--- config.mk ---
export PLATFORM = sky130hd
export DESIGN_NAME = annealing_cooling_schedule
export DESIGN_NICKNAME = d
export VERILOG_FILES = /design/src/rtl/core/acs_pkg.sv /design/src/rtl/core/annealing_cooling_schedule.sv /design/src/rtl/core/acs_ctrl.sv /design/src/rtl/core/acs_dp.sv
export SDC_FILE = /design/constraint.sdc
export NUM_CORES = 2
export LEC_CHECK = 0
export BUFFER_PORTS_ARGS = -buffer_cell sky130_fd_sc_hd__buf_4
export CORE_ASPECT_RATIO = 1.75
export CORE_UTILIZATION = 35
export CTS_BUF_LIST = sky130_fd_sc_hd__clkbuf_4
export DETAILED_ROUTE_END_ITERATION = 6
export SYNTH_ARGS = -nofsm -noshare
export SYNTH_HDL_FRONTEND = slang
export SYNTH_SLANG_ARGS = --single-unit
--- constraint.sdc ---
create_clock -name clk -period 22.4 [get_ports clk]
set_input_delay 1.12 -clock clk [delete_from_list [all_inputs] [get_ports clk]]
set_output_delay 1.12 -clock clk [all_outputs]
set_load 0.05 [all_outputs]
--- src/rtl/core/acs_pkg.sv ---
// shared types, codes and constants of the annealing cooling schedule
package acs_pkg;

	// default widths of the iteration counter and of the temperature range
	localparam int ITER_BITS_DEF = 32;
	localparam int TEMP_BITS_DEF = 32;

	// configuration register file
	localparam int CFG_IDX_W = 2;
	localparam int CFG_W     = 32;

	localparam logic [CFG_IDX_W-1:0] REG_T_INIT      = 2'd0;
	localparam logic [CFG_IDX_W-1:0] REG_RATIO_EXP   = 2'd1;
	localparam logic [CFG_IDX_W-1:0] REG_RATIO_BLOCK = 2'd2;
	localparam logic [CFG_IDX_W-1:0] REG_STEP_LENGTH = 2'd3;

	// unsigned Q2.30 arithmetic
	localparam logic [31:0] Q30_ONE = 32'h4000_0000;
	localparam logic [31:0] Q30_MAX = 32'hFFFF_FFFF;

	// register reset values
	localparam logic [31:0] T_INIT_RST = 32'd65536;
	localparam logic [31:0] RATIO_RST  = Q30_ONE;
	localparam logic [31:0] STEP_RST   = 32'd1;

	// request modes
	localparam logic [1:0] MODE_EVAL  = 2'd0;
	localparam logic [1:0] MODE_COUNT = 2'd1;
	localparam logic [1:0] MODE_LOAD  = 2'd2;

	// schedule kinds
	localparam logic KIND_EXP   = 1'b0;
	localparam logic KIND_BLOCK = 1'b1;

	// operand pairs of the shared multiplier
	localparam logic [1:0] MUL_ACC = 2'd0; // acc * base
	localparam logic [1:0] MUL_SQ  = 2'd1; // base * base
	localparam logic [1:0] MUL_FIN = 2'd2; // t_init * acc

	// controller to datapath
	typedef struct packed {
		logic       accept;
		logic       div_step;
		logic       mul_en;
		logic [1:0] mul_sel;
		logic       acc_wb;
		logic       base_wb;
		logic       k_shift;
		logic       fin_wb;
		logic       out_load;
	} cmd_t;

	// datapath to controller
	typedef struct packed {
		logic [1:0] mode;
		logic       kind;
		logic       div_last;
		logic       k_zero;
		logic       k_lsb;
		logic       k_one;
	} sts_t;

endpackage

--- src/rtl/core/annealing_cooling_schedule.sv ---
// top level of the annealing cooling schedule: controller and datapath
//
// Gives one temperature T = t_init * r^k per request beat, in unsigned Q16.16,
// with r^k formed by right-to-left square-and-multiply in unsigned Q2.30 (each
// product truncated and saturated) and T saturated at 2^TEMP_BITS - 1. The
// per-iteration kind uses k = iteration and ratio_exp; the per-block kind uses
// k = iteration / step_length (a step length of zero counts as one) and
// ratio_block. Mode 0 evaluates at the given iteration, mode 1 at the internal
// counter and then advances it with wrap at ITER_BITS, mode 2 loads the counter
// and returns a zero temperature; the unused mode returns all zeros. One item
// is worked on at a time. A load or the unused mode goes from dispatch straight
// to the result. An evaluation first runs, in the per-block kind, the bit-serial
// divider over all ITER_BITS bits of the dividend, then works through k from its
// lowest bit: a set bit multiplies acc by base, and every bit below the highest
// set bit then squares base, each product passing through the one shared 32x32
// multiplier with a registered product before it is written back; last comes
// t_init * acc. A finished result waits in the output register, and the next
// request beat is taken while it waits; a second finished result waits until
// the first has left.
// Configuration writes must happen while no item is in flight.
module annealing_cooling_schedule #(
	parameter int ITER_BITS = acs_pkg::ITER_BITS_DEF,
	parameter int TEMP_BITS = acs_pkg::TEMP_BITS_DEF
) (
	input  logic                          clk,
	input  logic                          arst_n,
	// request channel
	input  logic                          in_valid,
	output logic                          in_stall,
	input  logic [1:0]                    mode,
	input  logic                          schedule_kind,
	input  logic [31:0]                   iteration,
	// result channel
	output logic                          out_valid,
	input  logic                          out_stall,
	output logic [31:0]                   temperature,
	output logic [31:0]                   used_iteration,
	// configuration write port
	input  logic                          cfg_we,
	input  logic [acs_pkg::CFG_IDX_W-1:0] cfg_index,
	input  logic [acs_pkg::CFG_W-1:0]     cfg_data
);
	import acs_pkg::*;

	cmd_t cmd;
	sts_t sts;

	// state machine: dispatch, divide, square-and-multiply rounds, result
	acs_ctrl u_ctrl (
		.clk       (clk),
		.arst_n    (arst_n),
		.in_valid  (in_valid),
		.in_stall  (in_stall),
		.out_valid (out_valid),
		.out_stall (out_stall),
		.sts       (sts),
		.cmd       (cmd)
	);

	// registers, counter, divider and the shared multiplier
	acs_dp #(
		.ITER_BITS (ITER_BITS),
		.TEMP_BITS (TEMP_BITS)
	) u_dp (
		.clk            (clk),
		.arst_n         (arst_n),
		.cmd            (cmd),
		.sts            (sts),
		.cfg_we         (cfg_we),
		.cfg_index      (cfg_index),
		.cfg_data       (cfg_data),
		.mode           (mode),
		.schedule_kind  (schedule_kind),
		.iteration      (iteration),
		.temperature    (temperature),
		.used_iteration (used_iteration)
	);

endmodule

--- src/rtl/core/acs_ctrl.sv ---
// sequencing controller of the annealing cooling schedule
module acs_ctrl (
	input  logic          clk,
	input  logic          arst_n,
	input  logic          in_valid,
	output logic          in_stall,
	output logic          out_valid,
	input  logic          out_stall,
	input  acs_pkg::sts_t sts,
	output acs_pkg::cmd_t cmd
);
	import acs_pkg::*;

	localparam logic [3:0] S_IDLE   = 4'd0;
	localparam logic [3:0] S_DISP   = 4'd1;
	localparam logic [3:0] S_DIV    = 4'd2;
	localparam logic [3:0] S_POW    = 4'd3;
	localparam logic [3:0] S_ACC_WB = 4'd4;
	localparam logic [3:0] S_SQ     = 4'd5;
	localparam logic [3:0] S_SQ_WB  = 4'd6;
	localparam logic [3:0] S_FIN_WB = 4'd7;
	localparam logic [3:0] S_DONE   = 4'd8;

	logic [3:0] state_q;
	logic [3:0] state_d;
	logic       out_valid_q;

	always_comb begin
		cmd     = '0;
		state_d = state_q;
		case (state_q)
			S_IDLE: begin
				if (in_valid) begin
					cmd.accept = 1'b1;
					state_d    = S_DISP;
				end
			end
			S_DISP: begin
				if ((sts.mode == MODE_EVAL) || (sts.mode == MODE_COUNT)) begin
					state_d = (sts.kind == KIND_BLOCK) ? S_DIV : S_POW;
				end else begin
					state_d = S_DONE;
				end
			end
			S_DIV: begin
				cmd.div_step = 1'b1;
				if (sts.div_last) begin
					state_d = S_POW;
				end
			end
			S_POW: begin
				if (sts.k_zero) begin
					cmd.mul_en  = 1'b1;
					cmd.mul_sel = MUL_FIN;
					state_d     = S_FIN_WB;
				end else if (sts.k_lsb) begin
					cmd.mul_en  = 1'b1;
					cmd.mul_sel = MUL_ACC;
					state_d     = S_ACC_WB;
				end else begin
					state_d = S_SQ;
				end
			end
			S_ACC_WB: begin
				cmd.acc_wb  = 1'b1;
				cmd.k_shift = 1'b1;
				if (sts.k_one) begin
					// last bit used, base no longer needed
					state_d = S_POW;
				end else begin
					cmd.mul_en  = 1'b1;
					cmd.mul_sel = MUL_SQ;
					state_d     = S_SQ_WB;
				end
			end
			S_SQ: begin
				cmd.k_shift = 1'b1;
				cmd.mul_en  = 1'b1;
				cmd.mul_sel = MUL_SQ;
				state_d     = S_SQ_WB;
			end
			S_SQ_WB: begin
				cmd.base_wb = 1'b1;
				state_d     = S_POW;
			end
			S_FIN_WB: begin
				cmd.fin_wb = 1'b1;
				state_d    = S_DONE;
			end
			S_DONE: begin
				if (!out_valid_q || !out_stall) begin
					cmd.out_load = 1'b1;
					state_d      = S_IDLE;
				end
			end
			default: begin
				state_d = S_IDLE;
			end
		endcase
	end

	always_ff @(posedge clk or negedge arst_n) begin
		if (!arst_n) begin
			state_q     <= S_IDLE;
			out_valid_q <= 1'b0;
		end else begin
			state_q <= state_d;
			if (cmd.out_load) begin
				out_valid_q <= 1'b1;
			end else if (!out_stall) begin
				out_valid_q <= 1'b0;
			end
		end
	end

	assign in_stall  = (state_q != S_IDLE);
	assign out_valid = out_valid_q;

endmodule

--- src/rtl/core/acs_dp.sv ---
// datapath of the annealing cooling schedule: registers, divider, shared multiplier
module acs_dp #(
	parameter int ITER_BITS = acs_pkg::ITER_BITS_DEF,
	parameter int TEMP_BITS = acs_pkg::TEMP_BITS_DEF
) (
	input  logic                           clk,
	input  logic                           arst_n,
	input  acs_pkg::cmd_t                  cmd,
	output acs_pkg::sts_t                  sts,
	input  logic                           cfg_we,
	input  logic [acs_pkg::CFG_IDX_W-1:0]  cfg_index,
	input  logic [acs_pkg::CFG_W-1:0]      cfg_data,
	input  logic [1:0]                     mode,
	input  logic                           schedule_kind,
	input  logic [31:0]                    iteration,
	output logic [31:0]                    temperature,
	output logic [31:0]                    used_iteration
);
	import acs_pkg::*;

	localparam int DivCntW = $clog2(ITER_BITS);
	localparam logic [DivCntW-1:0] DivLast = DivCntW'(ITER_BITS - 1);
	localparam logic [33:0] TempMax =
		(TEMP_BITS >= 34) ? '1 : ((34'd1 << TEMP_BITS) - 34'd1);

	// configuration
	logic [31:0] t_init_q;
	logic [31:0] ratio_exp_q;
	logic [31:0] ratio_block_q;
	logic [31:0] step_length_q;
	logic [ITER_BITS-1:0] counter_q;

	// item in flight
	logic [1:0]           mode_q;
	logic                 kind_q;
	logic [ITER_BITS-1:0] k_q;
	logic [ITER_BITS-1:0] used_q;
	logic [31:0]          rem_q;
	logic [DivCntW-1:0]   div_cnt_q;
	logic [31:0]          acc_q;
	logic [31:0]          base_q;
	logic [63:0]          prod_q;
	logic [31:0]          res_temp_q;
	logic [31:0]          temperature_q;
	logic [31:0]          used_out_q;

	logic [ITER_BITS-1:0] iter_m;
	logic [31:0]          len_eff;
	logic [32:0]          rem_shift;
	logic                 q_bit;
	logic [31:0]          mul_a;
	logic [31:0]          mul_b;
	logic [33:0]          prod_hi;
	logic [31:0]          q30_sat;
	logic [33:0]          temp_sat;

	assign iter_m  = ITER_BITS'(iteration);
	assign len_eff = (step_length_q == 32'd0) ? 32'd1 : step_length_q;

	// restoring divider, one quotient bit per step
	assign rem_shift = {rem_q, k_q[ITER_BITS-1]};
	assign q_bit     = (rem_shift >= {1'b0, len_eff});

	always_comb begin
		case (cmd.mul_sel)
			MUL_ACC: begin
				mul_a = acc_q;
				mul_b = base_q;
			end
			MUL_SQ: begin
				mul_a = base_q;
				mul_b = base_q;
			end
			MUL_FIN: begin
				mul_a = t_init_q;
				mul_b = acc_q;
			end
			default: begin
				mul_a = acc_q;
				mul_b = base_q;
			end
		endcase
	end

	assign prod_hi  = prod_q[63:30];
	assign q30_sat  = (prod_hi[33:32] != 2'b00) ? Q30_MAX : prod_hi[31:0];
	assign temp_sat = (prod_hi > TempMax) ? TempMax : prod_hi;

	always_ff @(posedge clk or negedge arst_n) begin
		if (!arst_n) begin
			t_init_q      <= T_INIT_RST;
			ratio_exp_q   <= RATIO_RST;
			ratio_block_q <= RATIO_RST;
			step_length_q <= STEP_RST;
			counter_q     <= '0;
		end else begin
			if (cfg_we) begin
				case (cfg_index)
					REG_T_INIT:      t_init_q      <= cfg_data;
					REG_RATIO_EXP:   ratio_exp_q   <= cfg_data;
					REG_RATIO_BLOCK: ratio_block_q <= cfg_data;
					REG_STEP_LENGTH: step_length_q <= cfg_data;
					default: begin
					end
				endcase
			end
			if (cmd.accept) begin
				if (mode == MODE_COUNT) begin
					counter_q <= counter_q + ITER_BITS'(1);
				end else if (mode == MODE_LOAD) begin
					counter_q <= iter_m;
				end
			end
		end
	end

	always_ff @(posedge clk) begin
		if (cmd.accept) begin
			mode_q     <= mode;
			kind_q     <= schedule_kind;
			rem_q      <= '0;
			div_cnt_q  <= '0;
			acc_q      <= Q30_ONE;
			base_q     <= (schedule_kind == KIND_BLOCK) ? ratio_block_q : ratio_exp_q;
			res_temp_q <= '0;
			case (mode)
				MODE_EVAL: begin
					k_q    <= iter_m;
					used_q <= iter_m;
				end
				MODE_COUNT: begin
					k_q    <= counter_q;
					used_q <= counter_q;
				end
				MODE_LOAD: begin
					k_q    <= '0;
					used_q <= iter_m;
				end
				default: begin
					k_q    <= '0;
					used_q <= '0;
				end
			endcase
		end
		if (cmd.div_step) begin
			rem_q     <= q_bit ? 32'(rem_shift - {1'b0, len_eff}) : rem_shift[31:0];
			k_q       <= {k_q[ITER_BITS-2:0], q_bit};
			div_cnt_q <= div_cnt_q + DivCntW'(1);
		end
		if (cmd.k_shift) begin
			k_q <= k_q >> 1;
		end
		if (cmd.mul_en) begin
			prod_q <= 64'(mul_a) * 64'(mul_b);
		end
		if (cmd.acc_wb) begin
			acc_q <= q30_sat;
		end
		if (cmd.base_wb) begin
			base_q <= q30_sat;
		end
		if (cmd.fin_wb) begin
			res_temp_q <= temp_sat[31:0];
		end
		if (cmd.out_load) begin
			temperature_q <= res_temp_q;
			used_out_q    <= 32'(used_q);
		end
	end

	assign sts.mode     = mode_q;
	assign sts.kind     = kind_q;
	assign sts.div_last = (div_cnt_q == DivLast);
	assign sts.k_zero   = (k_q == '0);
	assign sts.k_lsb    = k_q[0];
	assign sts.k_one    = (k_q == ITER_BITS'(1));

	assign temperature    = temperature_q;
	assign used_iteration = used_out_q;

endmodule

Word level (Yosys, flattened, before mapping)
Cells that the tools add are included.
{ "word_totals": {"regBits": 493, "latch_bits": 0, "ram_bits": 0, "mem_bits_ro": 0, "inputBits": 74, "output_inout_bits": 66, "word_cells": 121, "n_memories": 0} }
{ "classes": {"n_addsub": 3, "multipliers": 1, "n_div": 0, "n_lt_le_gt_ge": 2, "n_eq_ne": 22, "shift": 0, "n_mux": 47, "bitwise_logic": 0, "n_reduce_logical": 26} }
{ "ops": {"columns": ["cell", "count"], "rows": [
  ["$mux 32", 17],
  ["$pmux 32 s2", 3],
  ["$logic_not 32->1", 2],
  ["$mul 32x32->64", 1],
  ["$pmux 4 s9", 1],
  ["$gt 34x32->1 const B", 1],
  ["$ge 33x32->1", 1],
  ["$add 32x1->32 const B", 1],
  ["$eq 32x1->1 const B", 1],
  ["$sub 32x32->32", 1],
  ["$mux 31", 1],
  ["$eq 4x3->1 const B", 4],
  ["$mux 4", 4],
  ["$mux 1", 13],
  ["$mux 3", 4],
  ["$reduce_bool 2->1", 6],
  ["$mux 5", 2],
  ["$reduce_and 2->1", 5],
  ["$pmux 3 s3", 1],
  ["$eq 2x1->1 const B", 4],
  ["$eq 2x2->1 const B", 4],
  ["$eq 4x2->1 const B", 2],
  ["$logic_not 2->1", 3],
  ["$add 5x1->5 const B", 1],
  ["other kinds (13)", 18]
]} }

Logic depth before layout (Yosys ltp)
{ "logic_depth": {"depth_word": 6, "depth_mapped": 39, "depth_no_buf": 34} }

Cells and area by module
A second synthesis with hierarchy kept.
{ "hier_totals": {"hier_cells": 5448, "hier_area_um2": 53337.4} }
{ "modules_own_cells": {"columns": ["mod", "instances", "cells_per_inst", "area_each_um2", "seq_area_each_um2"], "rows": [
  ["acs_dp", 1, 5398, 52932.0, 12947.4],
  ["acs_ctrl", 1, 50, 405.4, 125.1]
]} }

Worst setup path before layout
OpenSTA, ideal clock, no wires.
{ "synth_timing": {"path_kind": "register to register", "startpoint": "reg u_dp.k_q[17]", "endpoint": "reg u_dp.prod_q[54] (data pin)", "setup_time_ns": 0.259, "arrival_ns": 9.191, "required_ns": 22.141, "setup_slack_ns": 12.950, "stages_incl_launch_ff": 36, "path_buffers": 4, "period_less_slack_ns": 9.450, "path_cell_list": "edfxtp_1 > nor4_1 > nand4_1 > nor2_1 > and3_1 > nor3_1 > inv_1 > ha_1 > buf_4 > clkbuf_1 > buf_2 > mux2i_1 > clkbuf_1 > nor2_1 > fa_1 > inv_1 > fa_1 > inv_1 > fa_1 > fa_1 > fa_1 > fa_1 > fa_1 > inv_1 > fa_1 > inv_1 > ha_1 > a21o_1 > a21o_1 > a221oi_1 > o211ai_1 > nor3_1 > a21oi_4 > a21oi_1 > nor3_1 > o31a_1"} }
{ "synth_between": {"elab_chain_len": 6, "word_cells_on_any_way": 10, "classes_between": "mul: 1; eq/ne: 3; mux: 5; reduce/logical: 1"} }
{ "synth_rtl": {"columns": ["item", "line_no", "rtl"], "rows": [
  ["start: declaration", "acs_dp.sv:36", "logic [ITER_BITS-1:0] k_q;"],
  ["start signal: assignment", "acs_dp.sv:128", "k_q <= iter_m;"],
  ["start signal: assignment", "acs_dp.sv:132", "k_q <= counter_q;"],
  ["start signal: assignment", "acs_dp.sv:147", "k_q <= {k_q[ITER_BITS-2:0], q_bit};"],
  ["$eq 32x1->1 / $logic_not 32->1 (equally long branches)", "acs_dp.sv:176, acs_dp.sv:174", null],
  ["$mux 3 (on tied branches)", "acs_ctrl.sv:67, acs_ctrl.sv:52", null],
  ["$pmux 3 s3 *", "acs_ctrl.sv:31", "case (state_q)"],
  ["$eq 2x2->1 / $eq 2x1->1 (equally long branches)", "acs_dp.sv:65", "case (cmd.mul_sel)"],
  ["$pmux 32 s2 / $mux 32 (equally long branches)", "acs_dp.sv:65", null],
  ["$mul 32x32->64 *", "acs_dp.sv:154", "prod_q <= 64'(mul_a) * 64'(mul_b);"],
  ["end signal: assignment", "acs_dp.sv:154", null],
  ["end: declaration", "acs_dp.sv:42", "logic [63:0] prod_q;"]
]} }
Mark *: on every way between the ends. The rest lies on a longest branch, timed or not.
A chain may end at the register's enable or synchronous reset.

Worst setup path in the final report
{ "layout_timing": {"startpoint": "reg u_dp.k_q[17]", "endpoint": "reg u_dp.prod_q[63] (data pin)"} }
The elaborated chain is that of the path after synthesis.

==> results.rst <==
.. list-table::
   :header-rows: 1

   * - Metric
     - Value
   * - Status
     - finished, final reports clean
   * - Horizontal die dimension
     - 299 um
   * - Antenna violations before repair
     - 7
   * - Worst Tran Pin Value
     - between 1 and 1.5 ns
   * - Delay of the slowest cell on the worst path
     - 0.77 ns
   * - DRT Wirelength
     - about 190 mm
   * - Num Clock Sinks
     - 462
   * - IO buf count
     - 139
   * - Total number of placement rows
     - 190
   * - Number of synthesis warnings
     - 0
   * - Count of endpoints failing setup in the final report
     - 0
   * - Synthesized instance count
     - 5548
   * - Number of unique standard cell types used by synthesis
     - approximately 90
   * - Post-layout nets
     - 6892
   * - DRC violations left
     - 0
   * - Cell class contributing the biggest share of worst-path delay
     - adder cells
   * - Mapped cell area
     - 53900 um2
   * - Worst rel slew slack
     - 0.136
   * - Number of levels the H-tree was split into
     - 3
   * - RSZ-0062 raised after global routing
     - false
   * - Fmax achieved
     - around 86 MHz
   * - I/O pins
     - 140
   * - Clk_lat worst skew
     - around 0.94 ns
   * - Global-route wire length before repair
     - approximately 280 mm
   * - Clock tree from TritonCTS
     - yes
   * - Flip-flop count of the largest register, all copies and words added
     - 34
   * - Total die area
     - 156000 um2
   * - Fraction of layout instances using a drive strength above 1
     - 0.117
   * - Number of gates resized after cts
     - 0
   * - Filler cell count
     - 15.3k
   * - Overall via count from detail_route
     - 41.8k
   * - Synthesized netlist net count
     - around 6.8k
   * - Detailed-route wire length per cell
     - ~24 um
   * - Ranking of synthesized cells by area
     - sky130_fd_sc_hd__fa_1 (33%), sky130_fd_sc_hd__edfxtp_1 (16%), sky130_fd_sc_hd__dfrtp_1 (7.5%)
   * - Via count of the first global-routing pass
     - ~45k
   * - Clock slew at reported path FFs
     - approximately 0.09 ns
   * - Main combinational cell family by area after synthesis
     - adder cells
   * - Clock period minus final worst setup slack
     - roughly 12 ns
   * - Max Cap Viol
     - 0
   * - Most instantiated flip-flop cell in the synthesis netlist
     - sky130_fd_sc_hd__edfxtp_1
   * - Post-synthesis simple-gate area fraction
     - 0.129
   * - Total buffers and inverters traversed by the critical path
     - 5
   * - Global-route usage over all layers
     - 0.245
   * - Mean Syn Cell Area
     - between 9 and 10 um2
   * - Register with the most flip-flops
     - u_dp.prod_q
   * - First DRT Iteration DRCs
     - around 2.7k
   * - Count of endpoints failing hold in the final timing report
     - 0
   * - Maximum number of pins on one net before global-route repair
     - 97
   * - Final period util
     - 0.518
   * - Height of the chip
     - between 500 and 600 um
   * - HPWL Detailed
     - 146 mm
   * - Leading post-synthesis cells by instance count
     - sky130_fd_sc_hd__inv_1 (938), sky130_fd_sc_hd__fa_1 (896), sky130_fd_sc_hd__nor2_1 (841), sky130_fd_sc_hd__nand2_1 (580), sky130_fd_sc_hd__ha_1 (301)
   * - First drt pass iteration count
     - 6
   * - Vias/cell
     - roughly 5.4
   * - CP Class
     - flip-flop to flip-flop
   * - Type of the tightest min-delay check
     - primary input to asynchronous set/reset pin
   * - Compound-Gate Fraction of Synth Area
     - 0.0841
   * - Share of synthesized cell area in full adder, half adder and majority cells
     - 0.403
   * - Area growth from synthesis to layout
     - 9.16%
   * - Kind of end point of the critical path
     - flip-flop
   * - Setup bufs post-CTS
     - 0
   * - Post-detailed-route count of antenna-violating nets
     - 0
   * - Sequential cell area fraction in the yosys report
     - 0.242
   * - Data arrival, critical path
     - 12.30 ns
   * - Cell mode on critical path
     - sky130_fd_sc_hd__fa_1
   * - Final estimated routing congestion in global placement
     - 0.983
   * - Number of flops mapped to enable cells by yosys
     - a little under 300
   * - Master of the slowest instance on the critical path
     - sky130_fd_sc_hd__buf_4
   * - Pins over their slew limit
     - 0
   * - Cell with the most instances after synthesis
     - sky130_fd_sc_hd__inv_1
   * - Share of the synthesized area in the top cell type
     - 0.333
   * - Cell accounting for the most synthesized area
     - sky130_fd_sc_hd__fa_1
   * - Xor and xnor fraction of the mapped netlist area
     - 0.0102
   * - Total global routing overflow
     - 0
   * - Data required time of the worst path
     - 23.09 ns
   * - Area of the core
     - 153000 um2
   * - Launching element type of the critical path
     - flip-flop
   * - Buffer type at the clock tree root
     - sky130_fd_sc_hd__clkbuf_4
   * - Share of flip-flops with an asynchronous set or reset after synthesis
     - 0.357
   * - Register bit total from synthesis
     - 462
   * - Number of buffers added to fix hold violations after cts
     - 0
   * - Proportion of synthesized area in mux cells
     - 0.0456
   * - Maximum clock insertion buffer count
     - 3
   * - Effective utilization at floorplan
     - 0.353
   * - Post-Route Setup TNS
     - 0 ns
   * - Total clock buffers created by CTS
     - 97
   * - Critical path fanouts, max
     - 51
   * - Clock Skew
     - ~0.12 ns
## cells by family (layout without fill, tap and decap cells)
kind of cell / after synthesis / in the layout
AND/OR/NAND/NOR: 1683 / 1683
buffers and inverters: 1229 / 1384
adder cells (fa/ha/maj): 1197 / 1197
AO/OA/AOI/OAI: 688 / 688
flip-flops: 462 / 462
multiplexers: 226 / 226
XOR/XNOR: 63 / 63
other: 0 / 5
## final timing paths
| kind | to | cells after the start | start | slack (ns) |
|---|---|---|---|---|
| min in group clk | u_dp.used_iteration[16] | 0 | u_dp.used_q[16] | 0.40 |
| min reg2reg | u_dp.used_iteration[16] | 0 | u_dp.used_q[16] | 0.40 |
| max | u_dp.prod_q[63] | 32 | u_dp.k_q[17] | 10.79 |
| min | u_dp.counter_q[10] | 1 | arst_n | 0.14 |
| max reg2reg | u_dp.prod_q[63] | 32 | u_dp.k_q[17] | 10.79 |
| max in group asynchronous | u_dp.ratio_block_q[25] | 3 | arst_n | 20.09 |
## cell usage in the layout (no fill, tap or decap), types with 30 or more instances in the layout
| cell | synthesis | routed |
|---|---|---|
| sky130_fd_sc_hd__a211oi_1 | 46 | 46 |
| sky130_fd_sc_hd__mux2i_1 | 68 | 46 |
| sky130_fd_sc_hd__nor2_1 | 841 | 839 |
| sky130_fd_sc_hd__a22oi_1 | 64 | 64 |
| sky130_fd_sc_hd__o21a_1 | 45 | 44 |
| sky130_fd_sc_hd__ha_1 | 301 | 298 |
| sky130_fd_sc_hd__and3_1 | 30 | 30 |
| sky130_fd_sc_hd__a21oi_1 | 169 | 168 |
| sky130_fd_sc_hd__clkbuf_4 | 0 | 145 |
| sky130_fd_sc_hd__edfxtp_1 | 296 | 296 |
| sky130_fd_sc_hd__o21ai_0 | 152 | 143 |
| sky130_fd_sc_hd__mux2_2 | 158 | 158 |
| sky130_fd_sc_hd__a21o_1 | 36 | 36 |
| sky130_fd_sc_hd__nor2b_1 | 47 | 47 |
| sky130_fd_sc_hd__inv_1 | 938 | 938 |
| sky130_fd_sc_hd__xnor2_1 | 44 | 44 |
| sky130_fd_sc_hd__dfrtp_1 | 161 | 161 |
| sky130_fd_sc_hd__nand3_1 | 53 | 53 |
| sky130_fd_sc_hd__a221o_1 | 30 | 30 |
| sky130_fd_sc_hd__nand4_1 | 33 | 33 |
| sky130_fd_sc_hd__buf_4 | 3 | 264 |
| sky130_fd_sc_hd__nand2_1 | 580 | 576 |
| sky130_fd_sc_hd__fa_1 | 896 | 896 |
## stage by stage
step	setup WS [ns]	area, um2	util	std cells	hold WS, ns
finish	10.79	58800	0.385	7724	0.139
global placement	10.69	57500	0.376	7538	0.403
global route	10.26	58800	0.385	7721	0.0786
detailed placement	10.42	57500	0.376	7538	0.405
floorplan	12.95	53900	-	5548	0.400
CTS	10.40	58800	0.385	7719	0.0252
## final cells by class
cell class              instances  area, um2  share of cell area
multi-input cells            3857      36400               0.619
diodes                          5       12.5            0.000213
repair buffers                265       1990              0.0339
flip-flops and latches        462      13000               0.222
well taps                    2016       2520              0.0429
inverters                     938       3520              0.0599
clock inverters                36        216             0.00368
clock buffers                 145       1090              0.0185
## routing by layer
metal | vias up | part of all wire | wire [um] | track usage
met2 | 1828 | 0.53 | 99900 | 0.450
met1 | 21414 | 0.32 | 59700 | 0.241
li1 | 17844 | - | - | -
met3 | 750 | 0.062 | 11800 | 0.0400
met4 | 6 | 0.093 | 17600 | 0.201
met5 | - | 0.00022 | 41 | 0
Power is left out: the tool's default activity adds up to more than one toggle a clock period on the data nets, which glitch-free logic cannot reach.
